## config.mk

```make
export PLATFORM = sky130hd
export DESIGN_NAME = multi_channel_event_debounce
export DESIGN_NICKNAME = d
export VERILOG_FILES = /design/src/hdl/mced_pkg.sv /design/src/hdl/multi_channel_event_debounce.sv /design/src/hdl/mced_cfg_regs.sv /design/src/hdl/mced_state_mem.sv /design/src/hdl/mced_update.sv
export SDC_FILE = /design/constraint.sdc
export NUM_CORES = 1
export LEC_CHECK = 0
export ABC_AREA = 1
export BUFFER_PORTS_ARGS = -buffer_cell sky130_fd_sc_hd__buf_2
export CAP_MARGIN = 20
export CORE_ASPECT_RATIO = 1.5
export CORE_MARGIN = 10
export CORE_UTILIZATION = 50
export CTS_CLUSTER_SIZE = 16
export DETAILED_ROUTE_END_ITERATION = 8
export GPL_TIMING_DRIVEN = 0
export HOLD_SLACK_MARGIN = 0.15
export PLACE_DENSITY_LB_ADDON = 0.05
export SYNTH_ARGS = -nofsm -noshare
export SYNTH_HDL_FRONTEND = slang
export SYNTH_SLANG_ARGS = --single-unit
```

## constraint.sdc

```tcl
create_clock -name clk -period 2.7 [get_ports clk]
set_clock_uncertainty 0.2 [all_clocks]
set_input_delay 0.27 -clock clk [delete_from_list [all_inputs] [get_ports clk]]
set_output_delay 0.27 -clock clk [all_outputs]
set_load 0.05 [all_outputs]
```

## src/hdl/mced_pkg.sv

```systemverilog
// Package for the multi-channel event debounce block.
// Holds the shared types, register indexes, result codes and defaults.
// No dependencies.
package mced_pkg;

  // Fixed field widths.
  localparam int CH_W   = 4;
  localparam int PS_W   = 3;
  localparam int REG_W  = 8;
  localparam int HOLD_W = 8;
  localparam int IDX_REG_W = 3;

  // Defaults for the top-level parameters.
  localparam int DEF_NUM_CHANNELS  = 10;
  localparam int DEF_COUNTER_WIDTH = 8;

  // Reset values of the configuration registers.
  localparam logic [REG_W-1:0]  RST_DEBOUNCE = 8'd10;
  localparam logic [HOLD_W-1:0] RST_HOLD     = 8'd40;

  // Channels with a debounce time of their own.
  localparam logic [CH_W-1:0] PWR_BTN_CH = 4'd0;
  localparam logic [CH_W-1:0] ADAPTER_CH = 4'd1;
  localparam logic [CH_W-1:0] BATTERY_CH = 4'd2;

  // Configuration register indexes.
  typedef enum logic [IDX_REG_W-1:0] {
    REG_PB_DEBOUNCE  = 3'd0,
    REG_AD_DEBOUNCE  = 3'd1,
    REG_BAT_DEBOUNCE = 3'd2,
    REG_EXT_DEBOUNCE = 3'd3,
    REG_HOLD_TIMEOUT = 3'd4
  } reg_idx_t;

  // Event kinds.
  typedef enum logic [1:0] {
    KIND_NONE    = 2'd0,
    KIND_PRESS   = 2'd1,
    KIND_RELEASE = 2'd2
  } kind_t;

  // Sleep states as sampled.
  localparam logic [PS_W-1:0] PS_S3 = 3'd1;
  localparam logic [PS_W-1:0] PS_S4 = 3'd2;
  localparam logic [PS_W-1:0] PS_S5 = 3'd3;

  // Wake request codes.
  localparam logic [1:0] WAKE_NONE = 2'd0;
  localparam logic [1:0] WAKE_S5   = 2'd1;
  localparam logic [1:0] WAKE_S4   = 2'd2;
  localparam logic [1:0] WAKE_S3   = 2'd3;

  // Configuration register bundle.
  typedef struct packed {
    logic [REG_W-1:0]  pb_debounce;
    logic [REG_W-1:0]  ad_debounce;
    logic [REG_W-1:0]  bat_debounce;
    logic [REG_W-1:0]  ext_debounce;
    logic [HOLD_W-1:0] hold_timeout;
  } cfg_t;

  // One result transaction.
  typedef struct packed {
    logic [CH_W-1:0] event_channel;
    kind_t           event_kind;
    logic [1:0]      wake_request;
    logic            hold_expired;
    logic            stable_level;
    logic            debouncing;
  } result_t;

  // Wake request for a committed power button press.
  function automatic logic [1:0] wake_code(input logic [PS_W-1:0] ps);
    logic [1:0] code;
    code = WAKE_NONE;
    if (ps == PS_S5) code = WAKE_S5;
    else if (ps == PS_S4) code = WAKE_S4;
    else if (ps == PS_S3) code = WAKE_S3;
    return code;
  endfunction

endpackage

```

## src/hdl/multi_channel_event_debounce.sv

```systemverilog
// Top level of the multi-channel event debounce block.
// Depends on mced_pkg, mced_cfg_regs, mced_state_mem and mced_update.
//
// Channel   Handshake              Payload
// -------   --------------------   --------------------------------------------
// input     in_valid / in_ready    channel, level, power_state
// output    out_valid / out_ready  event_channel, event_kind, wake_request,
//                                  hold_expired, stable_level, debouncing
// config    cfg_valid / cfg_ready  cfg_index, cfg_data
//
// The state memory is read at the edge that accepts a sample. The update and
// write-back run in the update stage, whose result is registered as it advances.
// A new sample is accepted every cycle unless the output stalls; a read of the entry
// being written on the same edge takes the written value, which keeps that rate.
// Reset is synchronous; the entry valid bits clear all channel state at once.
// A stalled output holds one result and one more sample in the update stage.
module multi_channel_event_debounce
  import mced_pkg::*;
#(
  parameter int NUM_CHANNELS  = DEF_NUM_CHANNELS,
  parameter int COUNTER_WIDTH = DEF_COUNTER_WIDTH
) (
  input  logic                 clk,
  input  logic                 rst,
  input  logic                 in_valid,
  output logic                 in_ready,
  input  logic [CH_W-1:0]      channel,
  input  logic                 level,
  input  logic [PS_W-1:0]      power_state,
  output logic                 out_valid,
  input  logic                 out_ready,
  output logic [CH_W-1:0]      event_channel,
  output logic [1:0]           event_kind,
  output logic [1:0]           wake_request,
  output logic                 hold_expired,
  output logic                 stable_level,
  output logic                 debouncing,
  input  logic                 cfg_valid,
  output logic                 cfg_ready,
  input  logic [IDX_REG_W-1:0] cfg_index,
  input  logic [REG_W-1:0]     cfg_data
);

  localparam int IDX_W = (NUM_CHANNELS > 1) ? $clog2(NUM_CHANNELS) : 1;
  localparam int ENT_W = COUNTER_WIDTH + 1;

  cfg_t              cfg;
  logic              in_accept;
  logic              in_range;
  logic              s1_valid;
  logic              s1_advance;
  logic              s1_in_range;
  logic [CH_W-1:0]   s1_channel;
  logic              s1_level;
  logic [PS_W-1:0]   s1_power_state;
  logic [ENT_W-1:0]  rd_data;
  logic [ENT_W-1:0]  ent_next;
  logic [HOLD_W-1:0] hold;
  logic [HOLD_W-1:0] hold_next;
  logic              wr_en;
  result_t           res_next;
  result_t           res;

  // Configuration is always taken.
  assign cfg_ready = 1'b1;

  mced_cfg_regs u_cfg (
    .clk      (clk),
    .rst      (rst),
    .wr_en    (cfg_valid),
    .wr_index (cfg_index),
    .wr_data  (cfg_data),
    .cfg      (cfg)
  );

  // Input handshake and stage advance.
  assign s1_advance = s1_valid && (!out_valid || out_ready);
  assign in_ready   = !s1_valid || s1_advance;
  assign in_accept  = in_valid && in_ready;
  assign in_range   = ({1'b0, channel} < (CH_W + 1)'(NUM_CHANNELS));
  assign wr_en      = s1_advance && s1_in_range;

  mced_state_mem #(
    .NUM_CHANNELS (NUM_CHANNELS),
    .ENT_W        (ENT_W),
    .IDX_W        (IDX_W)
  ) u_mem (
    .clk     (clk),
    .rst     (rst),
    .rd_en   (in_accept && in_range),
    .rd_addr (channel[IDX_W-1:0]),
    .rd_data (rd_data),
    .wr_en   (wr_en),
    .wr_addr (s1_channel[IDX_W-1:0]),
    .wr_data (ent_next)
  );

  // Update stage control.
  always_ff @(posedge clk) begin
    if (rst) begin
      s1_valid <= 1'b0;
    end else if (in_accept) begin
      s1_valid <= 1'b1;
    end else if (s1_advance) begin
      s1_valid <= 1'b0;
    end
  end

  // Update stage payload, captured with the memory read.
  always_ff @(posedge clk) begin
    if (in_accept) begin
      s1_channel     <= channel;
      s1_level       <= level;
      s1_power_state <= power_state;
      s1_in_range    <= in_range;
    end
  end

  mced_update #(
    .COUNTER_WIDTH (COUNTER_WIDTH)
  ) u_upd (
    .cfg         (cfg),
    .in_range    (s1_in_range),
    .channel     (s1_channel),
    .level       (s1_level),
    .power_state (s1_power_state),
    .ent         (rd_data),
    .hold        (hold),
    .ent_next    (ent_next),
    .hold_next   (hold_next),
    .res         (res_next)
  );

  // Hold countdown of the power button.
  always_ff @(posedge clk) begin
    if (rst) begin
      hold <= '0;
    end else if (s1_advance) begin
      hold <= hold_next;
    end
  end

  // Output register.
  always_ff @(posedge clk) begin
    if (rst) begin
      out_valid <= 1'b0;
    end else if (s1_advance) begin
      out_valid <= 1'b1;
    end else if (out_ready) begin
      out_valid <= 1'b0;
    end
  end

  always_ff @(posedge clk) begin
    if (s1_advance) begin
      res <= res_next;
    end
  end

  assign event_channel = res.event_channel;
  assign event_kind    = res.event_kind;
  assign wake_request  = res.wake_request;
  assign hold_expired  = res.hold_expired;
  assign stable_level  = res.stable_level;
  assign debouncing    = res.debouncing;

`ifndef SYNTHESIS
  // A hold timeout only comes from a steady power button sample.
  assert property (@(posedge clk) disable iff (rst)
    out_valid && hold_expired |->
      event_channel == PWR_BTN_CH && event_kind == KIND_NONE && stable_level)
    else $error("hold timeout outside a steady power button press");

  // A wake request only comes with a committed power button press.
  assert property (@(posedge clk) disable iff (rst)
    out_valid && wake_request != WAKE_NONE |->
      event_channel == PWR_BTN_CH && event_kind == KIND_PRESS)
    else $error("wake request without a power button press");

  // A committed change ends a running debounce and matches the new level.
  assert property (@(posedge clk) disable iff (rst)
    out_valid && event_kind != KIND_NONE |->
      debouncing && (stable_level == (event_kind == KIND_PRESS)))
    else $error("committed event inconsistent with debounce state");

  // Input back-pressure only when both stages are full and the output is stalled.
  assert property (@(posedge clk) disable iff (rst)
    !in_ready |-> s1_valid && out_valid && !out_ready)
    else $error("input stalled with room in the pipeline");
`endif

endmodule

```

## src/hdl/mced_cfg_regs.sv

```systemverilog
// Configuration register file of the event debounce block.
// Depends on mced_pkg for the register indexes and the bundle type.
module mced_cfg_regs
  import mced_pkg::*;
(
  input  logic                 clk,
  input  logic                 rst,
  input  logic                 wr_en,
  input  logic [IDX_REG_W-1:0] wr_index,
  input  logic [REG_W-1:0]     wr_data,
  output cfg_t                 cfg
);

  // Register writes; indexes beyond the list are ignored.
  always_ff @(posedge clk) begin
    if (rst) begin
      cfg.pb_debounce  <= RST_DEBOUNCE;
      cfg.ad_debounce  <= RST_DEBOUNCE;
      cfg.bat_debounce <= RST_DEBOUNCE;
      cfg.ext_debounce <= RST_DEBOUNCE;
      cfg.hold_timeout <= RST_HOLD;
    end else if (wr_en) begin
      unique case (wr_index)
        REG_PB_DEBOUNCE:  cfg.pb_debounce  <= wr_data;
        REG_AD_DEBOUNCE:  cfg.ad_debounce  <= wr_data;
        REG_BAT_DEBOUNCE: cfg.bat_debounce <= wr_data;
        REG_EXT_DEBOUNCE: cfg.ext_debounce <= wr_data;
        REG_HOLD_TIMEOUT: cfg.hold_timeout <= HOLD_W'(wr_data);
        default: ;
      endcase
    end
  end

endmodule

```

## src/hdl/mced_state_mem.sv

```systemverilog
// Per-channel state memory: stable level and debounce counter of each channel.
// Synchronous read with write-first bypass; valid bits give the reset value.
module mced_state_mem #(
  parameter int NUM_CHANNELS = 10,
  parameter int ENT_W        = 9,
  parameter int IDX_W        = 4
) (
  input  logic             clk,
  input  logic             rst,
  input  logic             rd_en,
  input  logic [IDX_W-1:0] rd_addr,
  output logic [ENT_W-1:0] rd_data,
  input  logic             wr_en,
  input  logic [IDX_W-1:0] wr_addr,
  input  logic [ENT_W-1:0] wr_data
);

  logic [ENT_W-1:0]        mem [NUM_CHANNELS];
  logic [NUM_CHANNELS-1:0] entry_valid;

  // Entry valid bits, cleared at reset so unwritten entries read as zero.
  always_ff @(posedge clk) begin
    if (rst) begin
      entry_valid <= '0;
    end else if (wr_en) begin
      entry_valid[wr_addr] <= 1'b1;
    end
  end

  // Storage write.
  always_ff @(posedge clk) begin
    if (wr_en) begin
      mem[wr_addr] <= wr_data;
    end
  end

  // Registered read; a write to the same entry on the same edge is passed through.
  always_ff @(posedge clk) begin
    if (rd_en) begin
      if (wr_en && (wr_addr == rd_addr)) begin
        rd_data <= wr_data;
      end else if (entry_valid[rd_addr]) begin
        rd_data <= mem[rd_addr];
      end else begin
        rd_data <= '0;
      end
    end
  end

endmodule

```

## src/hdl/mced_update.sv

```systemverilog
// Read-modify-write update of one channel's debounce state and the hold countdown.
// Depends on mced_pkg for the result codes and the bundle types.
module mced_update
  import mced_pkg::*;
#(
  parameter int COUNTER_WIDTH = 8
) (
  input  cfg_t                     cfg,
  input  logic                     in_range,
  input  logic [CH_W-1:0]          channel,
  input  logic                     level,
  input  logic [PS_W-1:0]          power_state,
  input  logic [COUNTER_WIDTH:0]   ent,
  input  logic [HOLD_W-1:0]        hold,
  output logic [COUNTER_WIDTH:0]   ent_next,
  output logic [HOLD_W-1:0]        hold_next,
  output result_t                  res
);

  logic                     stable;
  logic [COUNTER_WIDTH-1:0] cnt;
  logic [COUNTER_WIDTH-1:0] cnt_next;
  logic                     stable_next;
  logic [REG_W-1:0]         deb_time;

  assign stable = ent[COUNTER_WIDTH];
  assign cnt    = ent[COUNTER_WIDTH-1:0];

  // Debounce time of the sampled channel.
  always_comb begin
    priority if (channel == PWR_BTN_CH) deb_time = cfg.pb_debounce;
    else if (channel == ADAPTER_CH) deb_time = cfg.ad_debounce;
    else if (channel == BATTERY_CH) deb_time = cfg.bat_debounce;
    else deb_time = cfg.ext_debounce;
  end

  // Counter, stable level, hold countdown and result fields.
  always_comb begin
    cnt_next              = cnt;
    stable_next           = stable;
    hold_next             = hold;
    res                   = '0;
    res.event_channel     = channel;
    res.event_kind        = KIND_NONE;
    if (in_range) begin
      res.debouncing = (cnt != '0);
      if (level != stable) begin
        if (cnt == '0) begin
          cnt_next = COUNTER_WIDTH'(deb_time);
        end else begin
          cnt_next = cnt - COUNTER_WIDTH'(1);
          if (cnt == COUNTER_WIDTH'(1)) begin
            stable_next = level;
            if (level) begin
              res.event_kind = KIND_PRESS;
              if (channel == PWR_BTN_CH) begin
                hold_next        = cfg.hold_timeout;
                res.wake_request = wake_code(power_state);
              end
            end else begin
              res.event_kind = KIND_RELEASE;
            end
          end
        end
      end else if (channel == PWR_BTN_CH && stable && hold != '0) begin
        hold_next        = hold - HOLD_W'(1);
        res.hold_expired = (hold == HOLD_W'(1));
      end
      res.stable_level = stable_next;
    end
  end

  assign ent_next = {stable_next, cnt_next};

endmodule

```

Word-level counts from Yosys, hierarchy flattened
Memory sizes are Yosys's and may differ from the RTL's.
Index checks and enable logic that the tools add are counted.
- bits in registers: 89
- memory bits (writable): 90
- output and inout bits: 14
- word-level logic and storage cells: 114
- memories: 1
- memories (memory ; words ; bits a word ; read ports ; clocked after memory_dff ; write ports ; RTL line ; source):
    u_mem.mem ; 10 ; 9 ; 1 ; 0 ; 1 ; mced_state_mem.sv:18 ; logic [ENT_W-1:0] mem [NUM_CHANNELS];
- add/sub/neg operators: 2
- order comparisons: 4
- equality and inequality tests: 17
- multiplexer cells: 32
- bitwise logic cells: 7
- reduce and logical (&&, ||, !) cells: 30
- operator list (operator ; number):
    8-bit 2-to-1 mux ; 12
    9-bit 2-to-1 mux ; 2
    8-bit by 1-bit == test with 1-bit output (second input constant) ; 2
    8-bit nonzero test ; 2
    8-bit by 1-bit subtractor with 8-bit output (second input constant) ; 2
    1-bit 2-to-1 mux ; 13
    3-bit by 2-bit == test with 1-bit output (second input constant) ; 4
    4-bit by 5-bit less-than comparator with 1-bit output (second input constant) ; 2
    10-bit OR ; 1
    2-bit AND reduction ; 5
    1-bit logical AND ; 8
    8-bit logical NOT ; 1
    2-bit != test (second input constant) ; 4
    7-bit AND reduction ; 1
    7-bit OR reduction ; 1
    3-bit by 1-bit == test with 1-bit output (second input constant) ; 2
    2-bit 2-to-1 mux ; 3
    1-bit inverter ; 6
    2-bit nonzero test ; 3
    6-bit OR reduction ; 1
    1-bit binary-select mux with 4-bit select ; 1
    1-bit demux with 4-bit select ; 1
    4-bit by 1-bit == test with 1-bit output (second input constant) ; 1
    4-bit by 2-bit == test with 1-bit output (second input constant) ; 1
    11 further kinds ; 13

Longest topological paths before layout
- depth after elaboration: 8
- mapped depth: 11
- depth with buffers taken out: 11

By module
Synthesis repeated with hierarchy kept, for this count alone.
- cells, all modules: 1102
- area, all modules: 9006.1 sq um
- modules (own cells, without submodules) (module ; times used ; cells each ; area an instance (sq um) ; seq. area each (sq um)):
    mced_state_mem ; 1 ; 472 ; 4770.8 ; 3173.0
    mced_cfg_regs ; 1 ; 230 ; 1582.8 ; 800.8
    mced_update ; 1 ; 310 ; 1557.7 ; 0.0
    multi_channel_event_debounce ; 1 ; 90 ; 1094.8 ; 800.8

Worst setup path before layout
Ideal clock, no wire load.
- path type: register -> register
- start point: register out_valid
- end point: memory u_mem.mem[8][0], enable pin
- data arrival time: 2025 ps
- required time: 2098 ps
- slack: 72 ps
- cell stages (with the launch flop): 6
- buffers on the path: 0
- clock period less this slack: 2628 ps
- cell sequence: dfxtp_1 > nand2_2 > nand2_2 > inv_2 > nand2_2 > nor4_1
- cells in the longest elaborated chain, start to end: 6
- ends and longest elaborated chain (item ; RTL line ; source):
    from (decl) ; multi_channel_event_debounce.sv:30 ; output logic out_valid,
    from (signal assigned) ; multi_channel_event_debounce.sv:146 ; out_valid <= 1'b0;
    from (signal assigned) ; multi_channel_event_debounce.sv:148 ; out_valid <= 1'b1;
    from (signal assigned) ; multi_channel_event_debounce.sv:150 ; out_valid <= 1'b0;
    1-bit logical NOT ; multi_channel_event_debounce.sv:77 ; assign s1_advance = s1_valid && (!out_valid || out_ready);
    1-bit logical OR ; multi_channel_event_debounce.sv:77 ;
    1-bit logical AND ; multi_channel_event_debounce.sv:77 ;
    via s1_advance ; multi_channel_event_debounce.sv:51 ; logic s1_advance;
    1-bit logical AND ; multi_channel_event_debounce.sv:81 ; assign wr_en = s1_advance && s1_in_range;
    1-bit 2-to-1 mux ; mced_state_mem.sv:32 ; if (wr_en) begin
    1-bit 2-to-1 mux (not written as such) ; mced_state_mem.sv:33 ; mem[wr_addr] <= wr_data;
    to (decl) ; mced_state_mem.sv:18 ;
The timed path passes the listed nets, and every way through them passes these cells.

Final worst setup path
- start point: input out_ready
- end point: memory u_mem.mem[2][5], enable pin
- cells in the longest elaborated chain, start to end: 5
- ends and longest elaborated chain (item ; RTL line ; source):
    from (decl) ; multi_channel_event_debounce.sv:31 ; input logic out_ready,
    1-bit logical OR ; multi_channel_event_debounce.sv:77 ;
    1-bit logical AND ; multi_channel_event_debounce.sv:77 ;
    via s1_advance ; multi_channel_event_debounce.sv:51 ;
    1-bit logical AND ; multi_channel_event_debounce.sv:81 ;
    1-bit 2-to-1 mux ; mced_state_mem.sv:32 ;
    1-bit 2-to-1 mux (not written as such) ; mced_state_mem.sv:33 ;
The timed path passes the listed nets, and every way through them passes these cells.

==> impl_metrics.env <==
export IMPL_outcome="complete, no violations"
export IMPL_num_rows=57
export IMPL_grt_max_degree=19
export IMPL_grt_use_total_pct=19.73
export IMPL_synth_edf_count=119
export IMPL_gp_congestion=0.8826
export IMPL_clockBufferDepth=2
export IMPL_worst_slew_pin_slew_ps=1040
export IMPL_max_freq_ghz=0.3936
export IMPL_cts_buffers=17
export IMPL_endpoint_kind="flip-flop"
export IMPL_final_util_pct=59.64
export IMPL_antenna_found_initial=0
export IMPL_clock_latency_ps=430
export IMPL_cts_max_level=4
export IMPL_slowest_stage="nor2_1"
export IMPL_power_density_nw_per_um2=638.4
export IMPL_cts_sinks=179
export IMPL_place_area_um2=8670
export IMPL_power_sequential_fraction_pct=49.5
export IMPL_drc=0
export IMPL_cp_max_fo=13
export IMPL_hpwl_um=15690
export IMPL_synth_most_common_cell="nand2_1"
export IMPL_final_max_slew_viol_count=0
export IMPL_synthCells=920
export IMPL_path_clk_slew_ps=70
export IMPL_die_h_um=176.6
export IMPL_tritoncts="yes"
export IMPL_multiInputGateArea_um2=2967
export IMPL_worstSetupPathType="primary input to flip-flop"
export IMPL_gr_total_overflow=0
export IMPL_cts_setup_buffers=0
export IMPL_layoutNonFillerInstCount=1231
export IMPL_wl_um=21760
export IMPL_path_common_cell="nand2_2"
export IMPL_drt_iter0_drc=414
export IMPL_maxCapViolCount=0
export IMPL_holdCritPathClass="flip-flop to flip-flop"
export IMPL_peakVddDrop_uv=325.6
export IMPL_first_pass_iters=5
export IMPL_fill_cells=1459
export IMPL_crit_path_max_incr_delay_ps=830
export IMPL_synth_fp_nets=951
export IMPL_pin_count=38
export IMPL_die_w_um=124.4
export IMPL_setup_viol=0
export IMPL_synth_cell_types=42
export IMPL_syn_area_um2=8172
export IMPL_synthDominantCellAreaShare_pct=43.73
export IMPL_areaGrowthSynthToFinish_pct=17.64
export IMPL_cp_arrival_ps=2390
export IMPL_ys_seq_elements=179
export IMPL_swShare_pct=26.49
export IMPL_via_count=6413
export IMPL_switching_power_mw=1.626
export IMPL_ys_flop_type="edfxtp_1"
export IMPL_power_frac_clock_pct=40.9
export IMPL_yosysTopAreaCell="edfxtp_1"
export IMPL_cp_num_buf_inv=4
export IMPL_wire_per_inst_um=17.68
export IMPL_via_per_inst=5.210
export IMPL_yosysSeqAreaShare_pct=58.43
export IMPL_grt_pass1_wl_um=34220
export IMPL_dp_cells=1168
export IMPL_place_port_buffers=35
export IMPL_async_flop_share_pct=0
export IMPL_period_share_pct=94.10
export IMPL_final_net_count=1043
export IMPL_critPathTopFamily="simple AND/OR/NAND/NOR gates"
export IMPL_synthTopCellsByCount="nand2_1 (207), nor2_1 (158), edfxtp_1 (119)"
export IMPL_fin_crit_ps=2541
export IMPL_ant_nets=0
export IMPL_core_um2=16120
export IMPL_die_area_um2=21960
export IMPL_avgSynthCellArea_um2=8.882
export IMPL_ff_latch_area_um2=4775
export IMPL_hold_viol_final=0
export IMPL_cts_root_buf="clkbuf_16"
export IMPL_slew_headroom_pct=30.38
export IMPL_p_leak_nw=3.948
export IMPL_grt_pass1_vias=6346
export IMPL_drive_gt1_share_pct=13.56
export IMPL_cp_start_kind="primary input"
export IMPL_start_util_pct=50.70
export IMPL_ys_top_cells_by_area="edfxtp_1 (44%), dfxtp_1 (15%), nand2_1 (9.5%)"
export IMPL_cp_cell_sequence="dlygate4sd3_1 -> buf_2 -> inv_2 -> nand2_2 -> nand2_2 -> inv_2 -> nand2_2 -> nor2_1"
export IMPL_setup_tns_ps=0
export IMPL_intPower_mw=4.511
export IMPL_antenna_cells=0
export IMPL_yosysWarnings=0
export IMPL_required_ps=2550
export IMPL_stdcell_area_um2=9613
export IMPL_combPwrFrac_pct=9.6
## power by group through the flow
stage               registers [mW]  logic, mW  clock network, mW
global route                  3.04      0.655               2.63
floorplan                     3.12      0.325                  0
detailed placement            3.10      0.548                  0
global placement              3.10      0.529                  0
finish                        3.04      0.590               2.51
CTS                           3.04      0.585               2.53
## final cells by class
cell class                      count  share of cell area [%]
Buffer                             30                   1.653
Clock buffer                       17                   4.425
Clock inverter                     15                   1.783
Inverter                           87                   3.436
Multi-Input combinational cell    624                   30.86
Sequential cell                   179                   49.67
Tap cell                          206                   2.681
Timing Repair Buffer               73                   5.493
## worst paths after layout
kind,slack (ps),depth (start not counted),end,from
setup / recovery,160,8,u_mem.mem[2][5]$_DFFE_PP_,out_ready
hold / removal,250,2,u_cfg.cfg[12]$_SDFFE_PP0P_,u_cfg.cfg[12]$_SDFFE_PP0P_
setup reg to reg,190,10,u_mem.mem[6][2]$_DFFE_PP_,u_mem.rd_data[0]$_DFFE_PP_
hold reg to reg,250,2,u_cfg.cfg[12]$_SDFFE_PP0P_,u_cfg.cfg[12]$_SDFFE_PP0P_
## stage by stage
| stage | hold slack [ps] | setup slack [ps] | total power [mW] |
|---|---|---|---|
| 6_report | 254.3 | 159.3 | 6.137 |
| 5_1_grt | 278.8 | -7.572 | 6.330 |
| 4_1_cts | 259.0 | 50.35 | 6.157 |
| 3_5_place_dp | 244.0 | -230.1 | 3.650 |
| 3_3_place_gp | 237.8 | -733.2 | 3.632 |
| 2_1_floorplan | 168.9 | 72.32 | 3.440 |
## cells in the final DEF, fill, tap and decap left out, drive strengths merged, types with 5 or more instances in the layout
| cell | instances |
|---|---|
| clkbuf | 31 |
| nand4 | 5 |
| buf | 60 |
| o21ai | 61 |
| nor2 | 170 |
| a21oi | 36 |
| edfxtp | 119 |
| o211ai | 11 |
| a21boi | 6 |
| ha | 7 |
| clkinv | 5 |
| nand2 | 218 |
| dfxtp | 60 |
| inv | 93 |
| dlygate4sd3 | 29 |
| nand3 | 88 |
## worst min-delay path, cell delays in order, from the launching register on
cell     delay, ps
dfxtp_1        300
inv_1           60
a21oi_1         50
## state kept, by name, indices dropped and copies added (netlist names), 2 cells and up
signal             count
s1_power_state         3
wake_request           2
u_mem.entry_valid     10
hold                   8
u_mem.rd_data          9
event_kind             2
u_mem.mem             90
event_channel          4
u_cfg.cfg             40
s1_channel             4
## cell families after synthesis
family                     count (synthesis)  synth area share, %
DFF                                      179                58.43
buffers and inverters                    117                5.971
and+or+nand+nor                          492                25.94
adders and majority gates                  7                1.072
xor gates and xnor gates                   6               0.6431
other                                      1              0.04589
AOI/OAI and AO/OA                        118                7.901
## metal layers
layer,share of wire [%],GRT usage [%]
met1,38,20.40
met2,57,38.83
met3,3.2,2.521
met4,2.6,7.936
met5,0,0
## timing repair
action	in CTS	in global routing
endpoints found under the hold margin	53	0
resized for setup	4	8
hold buffers	29	0
pin swaps	0	0
setup endpoints to repair	36	38
No activity file was read; power rests on OpenSTA's default activity.
